--- config.mk ---
export PLATFORM = sky130hd
export DESIGN_NAME = avcc_to_annexb_converter_core
export DESIGN_NICKNAME = d
export VERILOG_FILES = /design/src/hdl/avcc2ab_pkg.sv /design/src/hdl/avcc2ab_front.sv /design/src/hdl/avcc2ab_queue.sv /design/src/hdl/avcc2ab_back.sv /design/src/hdl/avcc_to_annexb_converter_core.sv
export SDC_FILE = /design/constraint.sdc
export NUM_CORES = 1
export LEC_CHECK = 0
export BUFFER_PORTS_ARGS = -buffer_cell sky130_fd_sc_hd__buf_2
export CORE_ASPECT_RATIO = 2
export CORE_MARGIN = 4
export CORE_UTILIZATION = 60
export DETAILED_ROUTE_END_ITERATION = 16
export PLACE_DENSITY = 0.79
export SYNTH_ARGS = -nofsm -noshare
export SYNTH_HDL_FRONTEND = slang
export SYNTH_HIERARCHICAL = 1
export SYNTH_SLANG_ARGS = --single-unit
--- constraint.sdc ---
create_clock -name clock -period 9.2 [get_ports clock]
set_input_delay 1.38 -clock clock [delete_from_list [all_inputs] [get_ports clock]]
set_output_delay 1.38 -clock clock [all_outputs]
set_load 0.005 [all_outputs]
--- src/hdl/avcc2ab_pkg.sv ---
// ----------------------------------------------------------------------------
// avcc2ab_pkg
// Shared types, codes and helpers for the avcC to Annex B converter.
// ----------------------------------------------------------------------------
`default_nettype none

package avcc2ab_pkg;

   localparam int unsigned QUEUE_DEPTH = 4;

   typedef enum logic [1:0] {
      KIND_SAMPLE = 2'd0,
      KIND_XDATA  = 2'd1,
      KIND_EOS    = 2'd2,
      KIND_FILL   = 2'd3
   } kind_type;

   typedef enum logic [1:0] {
      ST_OK          = 2'd0,
      ST_NAL_OVERRUN = 2'd1,
      ST_XDATA_SHORT = 2'd2
   } status_type;

   typedef enum logic [3:0] {
      PH_IDLE        = 4'd0,
      PH_X_PASS      = 4'd1,
      PH_X_HDR       = 4'd2,
      PH_X_SIZE_HI   = 4'd3,
      PH_X_SIZE_LO   = 4'd4,
      PH_X_PAYLOAD   = 4'd5,
      PH_X_PPS_COUNT = 4'd6,
      PH_X_DONE      = 4'd7,
      PH_S_PASS      = 4'd8,
      PH_S_LEN       = 4'd9,
      PH_S_PAYLOAD   = 4'd10
   } phase_type;

   // what the back end emits for one transaction
   typedef enum logic [2:0] {
      OP_STATUS = 3'd0,
      OP_BYTE   = 3'd1,
      OP_START  = 3'd2,
      OP_EOS    = 3'd3,
      OP_FILL   = 3'd4
   } op_type;

   typedef struct packed {
      op_type     op;
      logic [7:0] data;
      logic       done;
      status_type status;
   } cmd_type;

   localparam logic [7:0] START_LAST_BYTE = 8'h01;
   localparam logic [7:0] EOS_NAL_BYTE    = 8'h0b;
   localparam logic [7:0] FILL_NAL_BYTE   = 8'h0c;
   localparam logic [7:0] FILL_TRAIL_BYTE = 8'h80;
   localparam logic [7:0] SPS_COUNT_MASK  = 8'h1f;
   localparam logic [7:0] LEN_SIZE_MASK   = 8'h03;

   function automatic phase_type next_header_phase(input logic [7:0] hdrs_left,
                                                   input logic       pps_section);
      phase_type p;
      if (hdrs_left != 8'd0) begin
         p = PH_X_SIZE_HI;
      end else if (!pps_section) begin
         p = PH_X_PPS_COUNT;
      end else begin
         p = PH_X_DONE;
      end
      return p;
   endfunction

   function automatic logic [2:0] op_length(input op_type op);
      logic [2:0] n;
      unique case (op)
         OP_START: n = 3'd4;
         OP_EOS:   n = 3'd5;
         OP_FILL:  n = 3'd6;
         default:  n = 3'd1;
      endcase
      return n;
   endfunction

   function automatic logic [7:0] op_byte(input op_type     op,
                                          input logic [2:0] idx,
                                          input logic [7:0] data);
      logic [7:0] v;
      v = 8'h00;
      unique case (op)
         OP_BYTE:   v = data;
         OP_STATUS: v = 8'h00;
         default: begin
            case (idx)
               3'd3:    v = START_LAST_BYTE;
               3'd4:    v = (op == OP_EOS) ? EOS_NAL_BYTE : FILL_NAL_BYTE;
               3'd5:    v = FILL_TRAIL_BYTE;
               default: v = 8'h00;
            endcase
         end
      endcase
      return v;
   endfunction

endpackage

`default_nettype wire

--- src/hdl/avcc2ab_front.sv ---
// ----------------------------------------------------------------------------
// avcc2ab_front
// Parses input bytes, tracks the framing state and issues one command per
// transaction that produces results.
// ----------------------------------------------------------------------------
`default_nettype none

module avcc2ab_front (
   input  wire                     clock,
   input  wire                     reset,
   input  wire                     accept,
   input  wire  [7:0]              data_byte,
   input  wire  [1:0]              packet_kind,
   input  wire                     last_in_packet,
   output logic                    push,
   output avcc2ab_pkg::cmd_type    cmd
);

   logic                    avcc_ff, avcc_in;
   logic [2:0]              lfb_ff, lfb_in;
   avcc2ab_pkg::phase_type  phase_ff, phase_in;
   logic [31:0]             acc_ff, acc_in;
   logic [31:0]             left_ff, left_in;
   logic [7:0]              hdrs_ff, hdrs_in;
   logic [2:0]              idx_ff, idx_in;
   logic                    pps_ff, pps_in;

   avcc2ab_pkg::kind_type   kind;
   avcc2ab_pkg::op_type     op;
   logic                    done;
   avcc2ab_pkg::status_type status;
   logic [31:0]             acc_next;
   logic [31:0]             left_dec;
   logic [2:0]              idx_next;
   logic [2:0]              need;

   assign kind     = avcc2ab_pkg::kind_type'(packet_kind);
   assign acc_next = {acc_ff[23:0], data_byte};
   assign left_dec = left_ff - 32'd1;

   always_comb begin
      avcc_in  = avcc_ff;
      lfb_in   = lfb_ff;
      phase_in = phase_ff;
      acc_in   = acc_ff;
      left_in  = left_ff;
      hdrs_in  = hdrs_ff;
      idx_in   = idx_ff;
      pps_in   = pps_ff;
      op       = avcc2ab_pkg::OP_STATUS;
      done     = 1'b0;
      status   = avcc2ab_pkg::ST_OK;
      idx_next = idx_ff + 3'd1;
      need     = (lfb_ff == 3'd0) ? 3'd1 : lfb_ff;

      if (kind == avcc2ab_pkg::KIND_EOS || kind == avcc2ab_pkg::KIND_FILL) begin
         phase_in = avcc2ab_pkg::PH_IDLE;
         acc_in   = 32'd0;
         left_in  = 32'd0;
         idx_in   = 3'd0;
         op       = (kind == avcc2ab_pkg::KIND_EOS) ? avcc2ab_pkg::OP_EOS
                                                    : avcc2ab_pkg::OP_FILL;
         done     = 1'b1;
      end else begin
         if (kind == avcc2ab_pkg::KIND_XDATA) begin
            if (phase_ff < avcc2ab_pkg::PH_X_PASS || phase_ff > avcc2ab_pkg::PH_X_DONE) begin
               avcc_in = (data_byte == 8'd1);
               if (data_byte == 8'd1) begin
                  phase_in = avcc2ab_pkg::PH_X_HDR;
                  idx_in   = 3'd1;
               end else begin
                  phase_in = avcc2ab_pkg::PH_X_PASS;
                  op       = avcc2ab_pkg::OP_BYTE;
               end
            end else begin
               unique case (phase_ff)
                  avcc2ab_pkg::PH_X_PASS: begin
                     op = avcc2ab_pkg::OP_BYTE;
                  end
                  avcc2ab_pkg::PH_X_HDR: begin
                     if (idx_ff == 3'd4) begin
                        lfb_in = {1'b0, data_byte[1:0] & avcc2ab_pkg::LEN_SIZE_MASK[1:0]}
                                 + 3'd1;
                     end
                     if (idx_ff == 3'd5) begin
                        hdrs_in  = data_byte & avcc2ab_pkg::SPS_COUNT_MASK;
                        pps_in   = 1'b0;
                        idx_in   = 3'd0;
                        phase_in = avcc2ab_pkg::next_header_phase(
                                      data_byte & avcc2ab_pkg::SPS_COUNT_MASK, 1'b0);
                     end else begin
                        idx_in = idx_next;
                     end
                  end
                  avcc2ab_pkg::PH_X_SIZE_HI: begin
                     hdrs_in  = hdrs_ff - 8'd1;
                     acc_in   = {24'd0, data_byte};
                     phase_in = avcc2ab_pkg::PH_X_SIZE_LO;
                  end
                  avcc2ab_pkg::PH_X_SIZE_LO: begin
                     op      = avcc2ab_pkg::OP_START;
                     left_in = {16'd0, acc_next[15:0]};
                     acc_in  = 32'd0;
                     if (acc_next[15:0] == 16'd0) begin
                        phase_in = avcc2ab_pkg::next_header_phase(hdrs_ff, pps_ff);
                     end else begin
                        phase_in = avcc2ab_pkg::PH_X_PAYLOAD;
                     end
                  end
                  avcc2ab_pkg::PH_X_PAYLOAD: begin
                     op      = avcc2ab_pkg::OP_BYTE;
                     left_in = left_dec;
                     if (left_dec == 32'd0) begin
                        phase_in = avcc2ab_pkg::next_header_phase(hdrs_ff, pps_ff);
                     end
                  end
                  avcc2ab_pkg::PH_X_PPS_COUNT: begin
                     pps_in   = 1'b1;
                     hdrs_in  = data_byte;
                     phase_in = avcc2ab_pkg::next_header_phase(data_byte, 1'b1);
                  end
                  default: begin
                  end
               endcase
            end
         end else begin
            if (phase_ff < avcc2ab_pkg::PH_S_PASS || phase_ff > avcc2ab_pkg::PH_S_PAYLOAD) begin
               // new sample packet: parse from a clean slate
               phase_in = avcc_ff ? avcc2ab_pkg::PH_S_LEN : avcc2ab_pkg::PH_S_PASS;
               if (avcc_ff) begin
                  acc_in = {24'd0, data_byte};
                  if (need <= 3'd1) begin
                     op     = avcc2ab_pkg::OP_START;
                     left_in = {24'd0, data_byte};
                     acc_in = 32'd0;
                     idx_in = 3'd0;
                     if (data_byte != 8'd0) begin
                        phase_in = avcc2ab_pkg::PH_S_PAYLOAD;
                     end
                  end else begin
                     left_in = 32'd0;
                     idx_in  = 3'd1;
                  end
               end else begin
                  acc_in  = 32'd0;
                  left_in = 32'd0;
                  idx_in  = 3'd0;
                  op      = avcc2ab_pkg::OP_BYTE;
               end
            end else begin
               unique case (phase_ff)
                  avcc2ab_pkg::PH_S_LEN: begin
                     acc_in = acc_next;
                     idx_in = idx_next;
                     if (idx_next >= need) begin
                        op      = avcc2ab_pkg::OP_START;
                        left_in = acc_next;
                        acc_in  = 32'd0;
                        idx_in  = 3'd0;
                        if (acc_next != 32'd0) begin
                           phase_in = avcc2ab_pkg::PH_S_PAYLOAD;
                        end
                     end
                  end
                  avcc2ab_pkg::PH_S_PAYLOAD: begin
                     op      = avcc2ab_pkg::OP_BYTE;
                     left_in = left_dec;
                     if (left_dec == 32'd0) begin
                        phase_in = avcc2ab_pkg::PH_S_LEN;
                     end
                  end
                  default: begin
                     op = avcc2ab_pkg::OP_BYTE;
                  end
               endcase
            end
         end

         if (last_in_packet) begin
            done = 1'b1;
            if (kind == avcc2ab_pkg::KIND_XDATA) begin
               status = (phase_in == avcc2ab_pkg::PH_X_PASS ||
                         phase_in == avcc2ab_pkg::PH_X_DONE) ? avcc2ab_pkg::ST_OK
                                                            : avcc2ab_pkg::ST_XDATA_SHORT;
            end else begin
               status = (phase_in == avcc2ab_pkg::PH_S_PAYLOAD) ? avcc2ab_pkg::ST_NAL_OVERRUN
                                                               : avcc2ab_pkg::ST_OK;
            end
            phase_in = avcc2ab_pkg::PH_IDLE;
            acc_in   = 32'd0;
            left_in  = 32'd0;
            idx_in   = 3'd0;
         end
      end
   end

   assign push        = accept && (op != avcc2ab_pkg::OP_STATUS || done);
   assign cmd.op      = op;
   assign cmd.data    = data_byte;
   assign cmd.done    = done;
   assign cmd.status  = status;

   always_ff @(posedge clock) begin
      if (reset) begin
         avcc_ff  <= 1'b0;
         lfb_ff   <= 3'd0;
         phase_ff <= avcc2ab_pkg::PH_IDLE;
         acc_ff   <= 32'd0;
         left_ff  <= 32'd0;
         hdrs_ff  <= 8'd0;
         idx_ff   <= 3'd0;
         pps_ff   <= 1'b0;
      end else if (accept) begin
         avcc_ff  <= avcc_in;
         lfb_ff   <= lfb_in;
         phase_ff <= phase_in;
         acc_ff   <= acc_in;
         left_ff  <= left_in;
         hdrs_ff  <= hdrs_in;
         idx_ff   <= idx_in;
         pps_ff   <= pps_in;
      end
   end

endmodule

`default_nettype wire

--- src/hdl/avcc2ab_queue.sv ---
// ----------------------------------------------------------------------------
// avcc2ab_queue
// Small command FIFO between the parser and the output sequencer.
// ----------------------------------------------------------------------------
`default_nettype none

module avcc2ab_queue #(
   parameter int unsigned DEPTH = avcc2ab_pkg::QUEUE_DEPTH
) (
   input  wire                     clock,
   input  wire                     reset,
   input  wire                     push,
   input  avcc2ab_pkg::cmd_type    push_cmd,
   input  wire                     pop,
   output logic                    full,
   output logic                    not_empty,
   output avcc2ab_pkg::cmd_type    head
);

   localparam int unsigned PW = (DEPTH > 1) ? $clog2(DEPTH) : 1;
   localparam int unsigned CW = $clog2(DEPTH + 1);
   localparam logic [CW-1:0] FULL_CNT = CW'(DEPTH);

   // entries shift toward slot 0 on pop; slot 0 is the head
   avcc2ab_pkg::cmd_type slot_ff [DEPTH];
   avcc2ab_pkg::cmd_type slot_in [DEPTH];
   logic [CW-1:0] count_ff, count_in;
   logic [CW-1:0] fill_idx;
   logic          do_push, do_pop;

   assign full      = (count_ff == FULL_CNT);
   assign not_empty = (count_ff != '0);
   assign head      = slot_ff[0];
   assign do_push   = push && !full;
   assign do_pop    = pop && not_empty;
   assign fill_idx  = do_pop ? count_ff - CW'(1) : count_ff;

   always_comb begin
      slot_in  = slot_ff;
      count_in = count_ff;
      if (do_pop) begin
         for (int i = 0; i < int'(DEPTH) - 1; i++) begin
            slot_in[i] = slot_ff[i + 1];
         end
      end
      if (do_push) begin
         slot_in[fill_idx[PW-1:0]] = push_cmd;
      end
      if (do_push && !do_pop) begin
         count_in = count_ff + CW'(1);
      end else if (do_pop && !do_push) begin
         count_in = count_ff - CW'(1);
      end
   end

   always_ff @(posedge clock) begin
      if (reset) begin
         count_ff <= '0;
      end else begin
         count_ff <= count_in;
      end
   end

   always_ff @(posedge clock) begin
      slot_ff <= slot_in;
   end

endmodule

`default_nettype wire

--- src/hdl/avcc2ab_back.sv ---
// ----------------------------------------------------------------------------
// avcc2ab_back
// Expands queued commands into output bytes, one per cycle while rsp_stall
// is low, into a registered output stage.
// ----------------------------------------------------------------------------
`default_nettype none

module avcc2ab_back (
   input  wire                     clock,
   input  wire                     reset,
   input  wire                     cmd_valid,
   input  avcc2ab_pkg::cmd_type    cmd,
   output logic                    pop,
   output logic                    rsp_valid,
   input  wire                     rsp_stall,
   output logic [7:0]              rsp_out_byte,
   output logic                    rsp_byte_valid,
   output logic                    rsp_last_of_run,
   output logic                    rsp_packet_done,
   output logic [1:0]              rsp_status
);

   logic       valid_ff, valid_in;
   logic [2:0] idx_ff, idx_in;
   logic [7:0] byte_ff;
   logic       bval_ff, last_ff, done_ff;
   logic [1:0] status_ff;
   logic       load, emit, fin;

   assign load = !valid_ff || !rsp_stall;
   assign emit = load && cmd_valid;
   assign fin  = (idx_ff == avcc2ab_pkg::op_length(cmd.op) - 3'd1);
   assign pop  = emit && fin;

   always_comb begin
      valid_in = valid_ff;
      idx_in   = idx_ff;
      if (load) begin
         valid_in = cmd_valid;
      end
      if (emit) begin
         idx_in = fin ? 3'd0 : idx_ff + 3'd1;
      end
   end

   always_ff @(posedge clock) begin
      if (reset) begin
         valid_ff <= 1'b0;
         idx_ff   <= 3'd0;
      end else begin
         valid_ff <= valid_in;
         idx_ff   <= idx_in;
      end
   end

   always_ff @(posedge clock) begin
      if (emit) begin
         byte_ff   <= avcc2ab_pkg::op_byte(cmd.op, idx_ff, cmd.data);
         bval_ff   <= (cmd.op != avcc2ab_pkg::OP_STATUS);
         last_ff   <= fin;
         done_ff   <= fin && cmd.done;
         status_ff <= (fin && cmd.done) ? cmd.status : avcc2ab_pkg::ST_OK;
      end
   end

   assign rsp_valid       = valid_ff;
   assign rsp_out_byte    = byte_ff;
   assign rsp_byte_valid  = bval_ff;
   assign rsp_last_of_run = last_ff;
   assign rsp_packet_done = done_ff;
   assign rsp_status      = status_ff;

endmodule

`default_nettype wire

--- src/hdl/avcc_to_annexb_converter_core.sv ---
// ----------------------------------------------------------------------------
// avcc_to_annexb_converter_core
// Converts avcC length-prefixed H.264 NAL units to Annex B byte stream.
// ----------------------------------------------------------------------------
// Usage:
//   req_*  : one input byte (or marker) per transaction, with its packet kind
//            and an end-of-packet flag. req_stall rises when the command
//            queue is full.
//   rsp_*  : zero to six result transactions per input transaction, in order.
//            rsp_byte_valid low marks a status-only result; rsp_status is
//            final on the result with rsp_packet_done set.
//   A transaction's command is registered in the command queue, and its
//   first result then in the output register, once the queue ahead drains.
//   Throughput: one input per cycle while each input yields at most one
//   result and rsp_stall stays low. The output sequencer emits one result per
//   cycle while not stalled; a start code is 4 results and end-of-stream /
//   filler units 5 / 6, and the queue (QUEUE_DEPTH entries) absorbs bursts.
//   Reset clears the framing state (byte-stream pass-through mode), the
//   queue and the output register. While rsp_stall is high a valid result in
//   the output register holds; the front keeps accepting until the queue fills.
// ----------------------------------------------------------------------------
`default_nettype none

module avcc_to_annexb_converter_core #(
   parameter int unsigned QUEUE_DEPTH = avcc2ab_pkg::QUEUE_DEPTH
) (
   input  wire          clock,
   input  wire          reset,
   input  wire          req_valid,
   output logic         req_stall,
   input  wire  [7:0]   req_data_byte,
   input  wire  [1:0]   req_packet_kind,
   input  wire          req_last_in_packet,
   output logic         rsp_valid,
   input  wire          rsp_stall,
   output logic [7:0]   rsp_out_byte,
   output logic         rsp_byte_valid,
   output logic         rsp_last_of_run,
   output logic         rsp_packet_done,
   output logic [1:0]   rsp_status
);

   logic                 accept;
   logic                 push, pop, full, not_empty;
   avcc2ab_pkg::cmd_type push_cmd, head_cmd;

   assign req_stall = full;
   assign accept    = req_valid && !full;

   avcc2ab_front u_front (
      .clock          (clock),
      .reset          (reset),
      .accept         (accept),
      .data_byte      (req_data_byte),
      .packet_kind    (req_packet_kind),
      .last_in_packet (req_last_in_packet),
      .push           (push),
      .cmd            (push_cmd)
   );

   avcc2ab_queue #(
      .DEPTH (QUEUE_DEPTH)
   ) u_queue (
      .clock     (clock),
      .reset     (reset),
      .push      (push),
      .push_cmd  (push_cmd),
      .pop       (pop),
      .full      (full),
      .not_empty (not_empty),
      .head      (head_cmd)
   );

   avcc2ab_back u_back (
      .clock           (clock),
      .reset           (reset),
      .cmd_valid       (not_empty),
      .cmd             (head_cmd),
      .pop             (pop),
      .rsp_valid       (rsp_valid),
      .rsp_stall       (rsp_stall),
      .rsp_out_byte    (rsp_out_byte),
      .rsp_byte_valid  (rsp_byte_valid),
      .rsp_last_of_run (rsp_last_of_run),
      .rsp_packet_done (rsp_packet_done),
      .rsp_status      (rsp_status)
   );

endmodule

`default_nettype wire

# Word-level counts from Yosys, hierarchy flattened
# Cells that the tools add are included.
# Widths: inputs -> output; s select.
# classes
add_sub_neg	8
n_mux	91
reduce_logical	45
n_lt_le_gt_ge	8
n_bitwise	3
n_eq_ne	33
# op_table
cell	n
$mux 32	6
$mux 24	7
$pmux 32 s2	2
$mux 3	22
$mux 4	16
$bwmux 56	1
$mux 56	1
$pmux 24 s2	1
$pmux 8 s3	2
$mux 42	1
$mux 8	5
$logic_not 32->1	1
$reduce_bool 32->1	1
$sub 32x1->32 const B	1
$demux 14 s2	1
$reduce_bool 8->1	3
$mux 2	10
$ne 5x4->1 const B	4
$pmux 4 s5	1
$eq 3x3->1 const B	6
$reduce_and 6->1	3
$eq 4x3->1 const B	4
$logic_not 16->1	1
$pmux 8 s2	1
other kinds (43)	87
# word_totals
out_inout_bits	15
register_bits	152

# Longest topological paths before layout
# depth
ltp_word	16
ltp_mapped	16
depth_no_buf	16

# Hierarchy
# The synthesis kept the hierarchy.
# modules_own_cells
mod	n_inst	area_each_um2	cells_each
avcc2ab_front	1	5530.3	761
avcc2ab_queue	1	2727.6	200
avcc2ab_back	1	865.8	80
avcc_to_annexb_converter_core	1	13.8	1

# Worst setup path after synthesis
# OpenSTA, ideal clock, no wires.
# synth_path
path_type	input -> register
start	in rsp_stall
end	reg (tool-made name)
path_stages	5
n_path_buf	0
arrival_time_ps	4375
setup_slack_ps	4423
setup_ps	403
cell_sequence	a21boi_1 a21boi_0 inv_1 o32a_1 nor3_1
# synth_lines
element	line_no	text
start: declaration	avcc_to_annexb_converter_core.sv:35	input wire rsp_stall,

==> flow_summary_export.csv <==
group,metric,value,unit
yosys,synth_nets,1077,
job,maxCapViolCount,0,
hold_path,hold_class,"reg -> reg",
worst_setup_path,critPathMaxStageDelay,0.96,ns
global_routing,overflow,0,
clocking,cts_hold_buf,0,
floorplanning,dieWidth,95.3,um
worst_setup_path,crit_top_cell,"inv_1",
power,powerDensity,253,mW/mm^2
finish,drive_gt1_share,18.4,%
finish,final_cell_area,0.00970,mm^2
power,p_comb_share,33.0,%
yosys,synth_commonest_cells,"dfxtp_1 (125), nor2_1 (124), mux2_2 (73)",
floorplanning,die_height,183,um
routing,drt_iter0_markers,668,
worst_setup_path,rr_startpoint,"u_queue/count_ff[0]",
finish,num_antenna_cells,0,
yosys,synth_area,0.00914,mm^2
hold_path,min_path_cells,2,
clocking,ctsResizeCount,0,
sta,slew_headroom,15.9,%
sta,whs,0.511,ns
power,intPower,1630,uW
clocking,clk_pin_slew,0.07,ns
clocking,cts_tree,"built",
yosys,yosys.area.top_type,"dfxtp_1",
global_routing,grt_max_degree,48,
yosys,yosys_warnings,6,
worst_setup_path,crit_type,"reg -> reg",
global_routing,grtUsageTotal,32.0,%
yosys,synth_seq_cells,152,
power,power_frac_clock,28.0,%
floorplanning,die_area,0.0174,mm^2
yosys,ys_seq_area_share,36.3,%
floorplanning,core,0.0149,mm^2
clocking,cts_buffers,17,
yosys,yosysMostFrequentCell,"dfxtp_1",
clocking,cts.sinks,152,
worst_setup_path,critical_path.top_delay_family,"compound AO/OA/AOI/OAI gates",
sta,hold_viol_final,0,
routing,vias_per_cell,6.71,
sta,tightest_slew,1.25,ns
power,p_leak,0.00365,uW
sta,setup-violations-final,0,
worst_setup_path,crit_chain,"inv_1 > ha_1 > nand2b_2 > a21boi_2 > a21boi_0 > inv_1 > o32a_1 > nor3_2",
yosys,synthCells,1042,
routing,vias,8189,
placement,place_congestion,1.00,
floorplanning,rows,63,
routing,drcViolationCount,0,
sta,fin_tns_setup,0,ns
worst_setup_path,cp.buffers_inverters,2,
clocking,cts_max_path_buffers,2,
sta,max_freq,228,MHz
floorplanning,initial_utilization,61.3,%
worst_setup_path,crit_fanout,21,
run_status,status,"completed",
sta,rsz0062_at_grt,"no",
yosys,synth_area_leaders,"dfxtp_1 (27%), mux2_2 (9.0%), edfxtp_1 (8.9%), nor2_1 (5.1%), a22oi_1 (3.6%)",
power,vdd_ir_drop_max,0.139,mV
yosys,yosys_most_used_dff,"dfxtp_1",
yosys,post_synth_num_cell_types,97,
power,p_total,2450,uW
global_routing,grt_pass1_vias,7992,
hold_path,hold_start,"u_front/hdrs_ff[7]",
clocking,ctsRootBufferMaster,"clkbuf_16",
power,pwr-share-seq,39.0,%
hold_path,min_to,"u_front/hdrs_ff[7]",
sta,period_minus_slack,4.39,ns
power,switching_share,33.5,%
worst_setup_path,reg2reg_depth,8,
routing,drt_pre_antenna_iters,6,
sta,fin_skew,0.0100,ns
worst_setup_path,slowest_stage,"nor3_2",
yosys,async_flop_share,0,%
worst_setup_path,worstPathRequired,9.24,ns
yosys,synth-edff-count,27,
routing,routedWlPerCell,22.2,um
global_routing,grt_pass1_wl,42500,um
clocking,clock_latency,0.43,ns
placement,port_buffers,29,
yosys,synth_top_area_share,27.4,%
finish,nets,1047,
routing,ant_nets,0,
finish,area_growth,6.13,%
placement,placed_cell_area,0.00912,mm^2
sta,final.period_utilization,47.7,%
placement,hpwl,19600,um
worst_setup_path,end_kind,"register",
finish,final_util,65.1,%
sta,slew_viol_final,0,
yosys,syn_area_per_cell,8.77,um^2
worst_setup_path,cp-start-kind,"register",
worst_setup_path,cp.arrival,4.43,ns
clocking,ctsHtreeMaxLevel,4,
floorplanning,io_pins,30,
worst_setup_path,reg2reg_setup_slack,4.81,ns
global_routing,antenna_found_initial,0,
routing,wirelength,27000,um
power,p_switching,821,uW
clocking,post_cts_buffers,0,
[sequential cells by signal (all words and copies together) (netlist names), 2 cells and up, named ones only]
signal and cells:
u_queue/slot_ff 28, u_back/rsp_out_byte 8, u_front/acc_ff 24, u_front/idx_ff 3, u_queue/count_ff 3, u_front/hdrs_ff 8
u_queue/head 14, u_front/left_ff 32, u_back/rsp_status 2, u_front/lfb_ff 3, u_front/phase_ff 4, u_back/idx_ff 3
[how the worst max path moves through the flow]
stage / depth (start not counted) / slack, ns / endpoint / startpoint
after global placement: 6 / 4.56 / register / rsp_stall
final: 8 / 4.81 / register / u_queue/count_ff[0]
after floorplan: 5 / 4.42 / register / rsp_stall
after CTS: 8 / 4.87 / register / u_queue/count_ff[0]
after global routing: 8 / 4.53 / register / u_queue/count_ff[0]
after detailed placement: 6 / 4.45 / register / rsp_stall
[worst register-to-register path, stage by stage (launching register included)]
cell      delay [ns]
dfxtp_1         0.47
inv_1           0.11
ha_1            0.30
nand2b_2        0.18
a21boi_2        0.80
a21boi_0        0.61
inv_1           0.16
o32a_1          0.42
nor3_2          0.96
[layout make-up]
type,instances,area [um^2]
Clock inverter,14,138
Inverter,33,129
Tap cell,195,244
Sequential cell,152,3310
Timing Repair Buffer,40,228
Multi-Input combinational cell,768,5210
Fill cell,1258,5200
Clock buffer,18,439
[placed cells by master, fill, tap and decap left out, drive strengths merged, types with 8 or more instances in the layout]
cell,n
a2111oi,8
a21oi,62
a22oi,44
and3,11
buf,40
clkbuf,18
dfxtp,125
edfxtp,27
ha,20
inv,41
mux2,85
nand2,68
nand2b,14
nand3,22
nand4,16
nor2,124
nor2b,12
nor3,25
nor4,19
o21ai,69
o31ai,13
or2,8
or3,9
xnor2,14
xor2,8
[logic make-up after synthesis]
group | Yosys count | share of synthesized area [%]
simple gates | 361 | 20.5
compound gates | 275 | 20.5
flops | 152 | 36.3
buf+inv | 122 | 6.91
mux | 90 | 11.0
xor+xnor | 22 | 2.11
fa+ha+maj | 20 | 2.74
[stage by stage]
stage,setup WS (ns),cells
after global placement,4.56,1188
after detailed placement,4.45,1188
after global routing,4.53,1220
after floorplan,4.42,1042
after CTS,4.87,1220
final,4.81,1220
[power groups by stage]
stage | sequential (uW) | combinational, uW | clock, uW
2_1_floorplan | 917 | 713 | 0
3_3_place_gp | 962 | 762 | 0
3_5_place_dp | 968 | 793 | 0
4_1_cts | 955 | 799 | 698
5_1_grt | 971 | 875 | 724
6_report | 957 | 808 | 688
[per-layer routing]
layer	routed length, um	share of wire, %	global-route usage [%]	vias to the layer above
met5	0	0	0	-
met4	2580	9.6	28.1	0
met3	1420	5.2	5.49	163
met2	14200	52	56.6	363
met1	8860	33	30.3	3899
li1	-	-	-	3764
(Power assumes the default switching activity.)
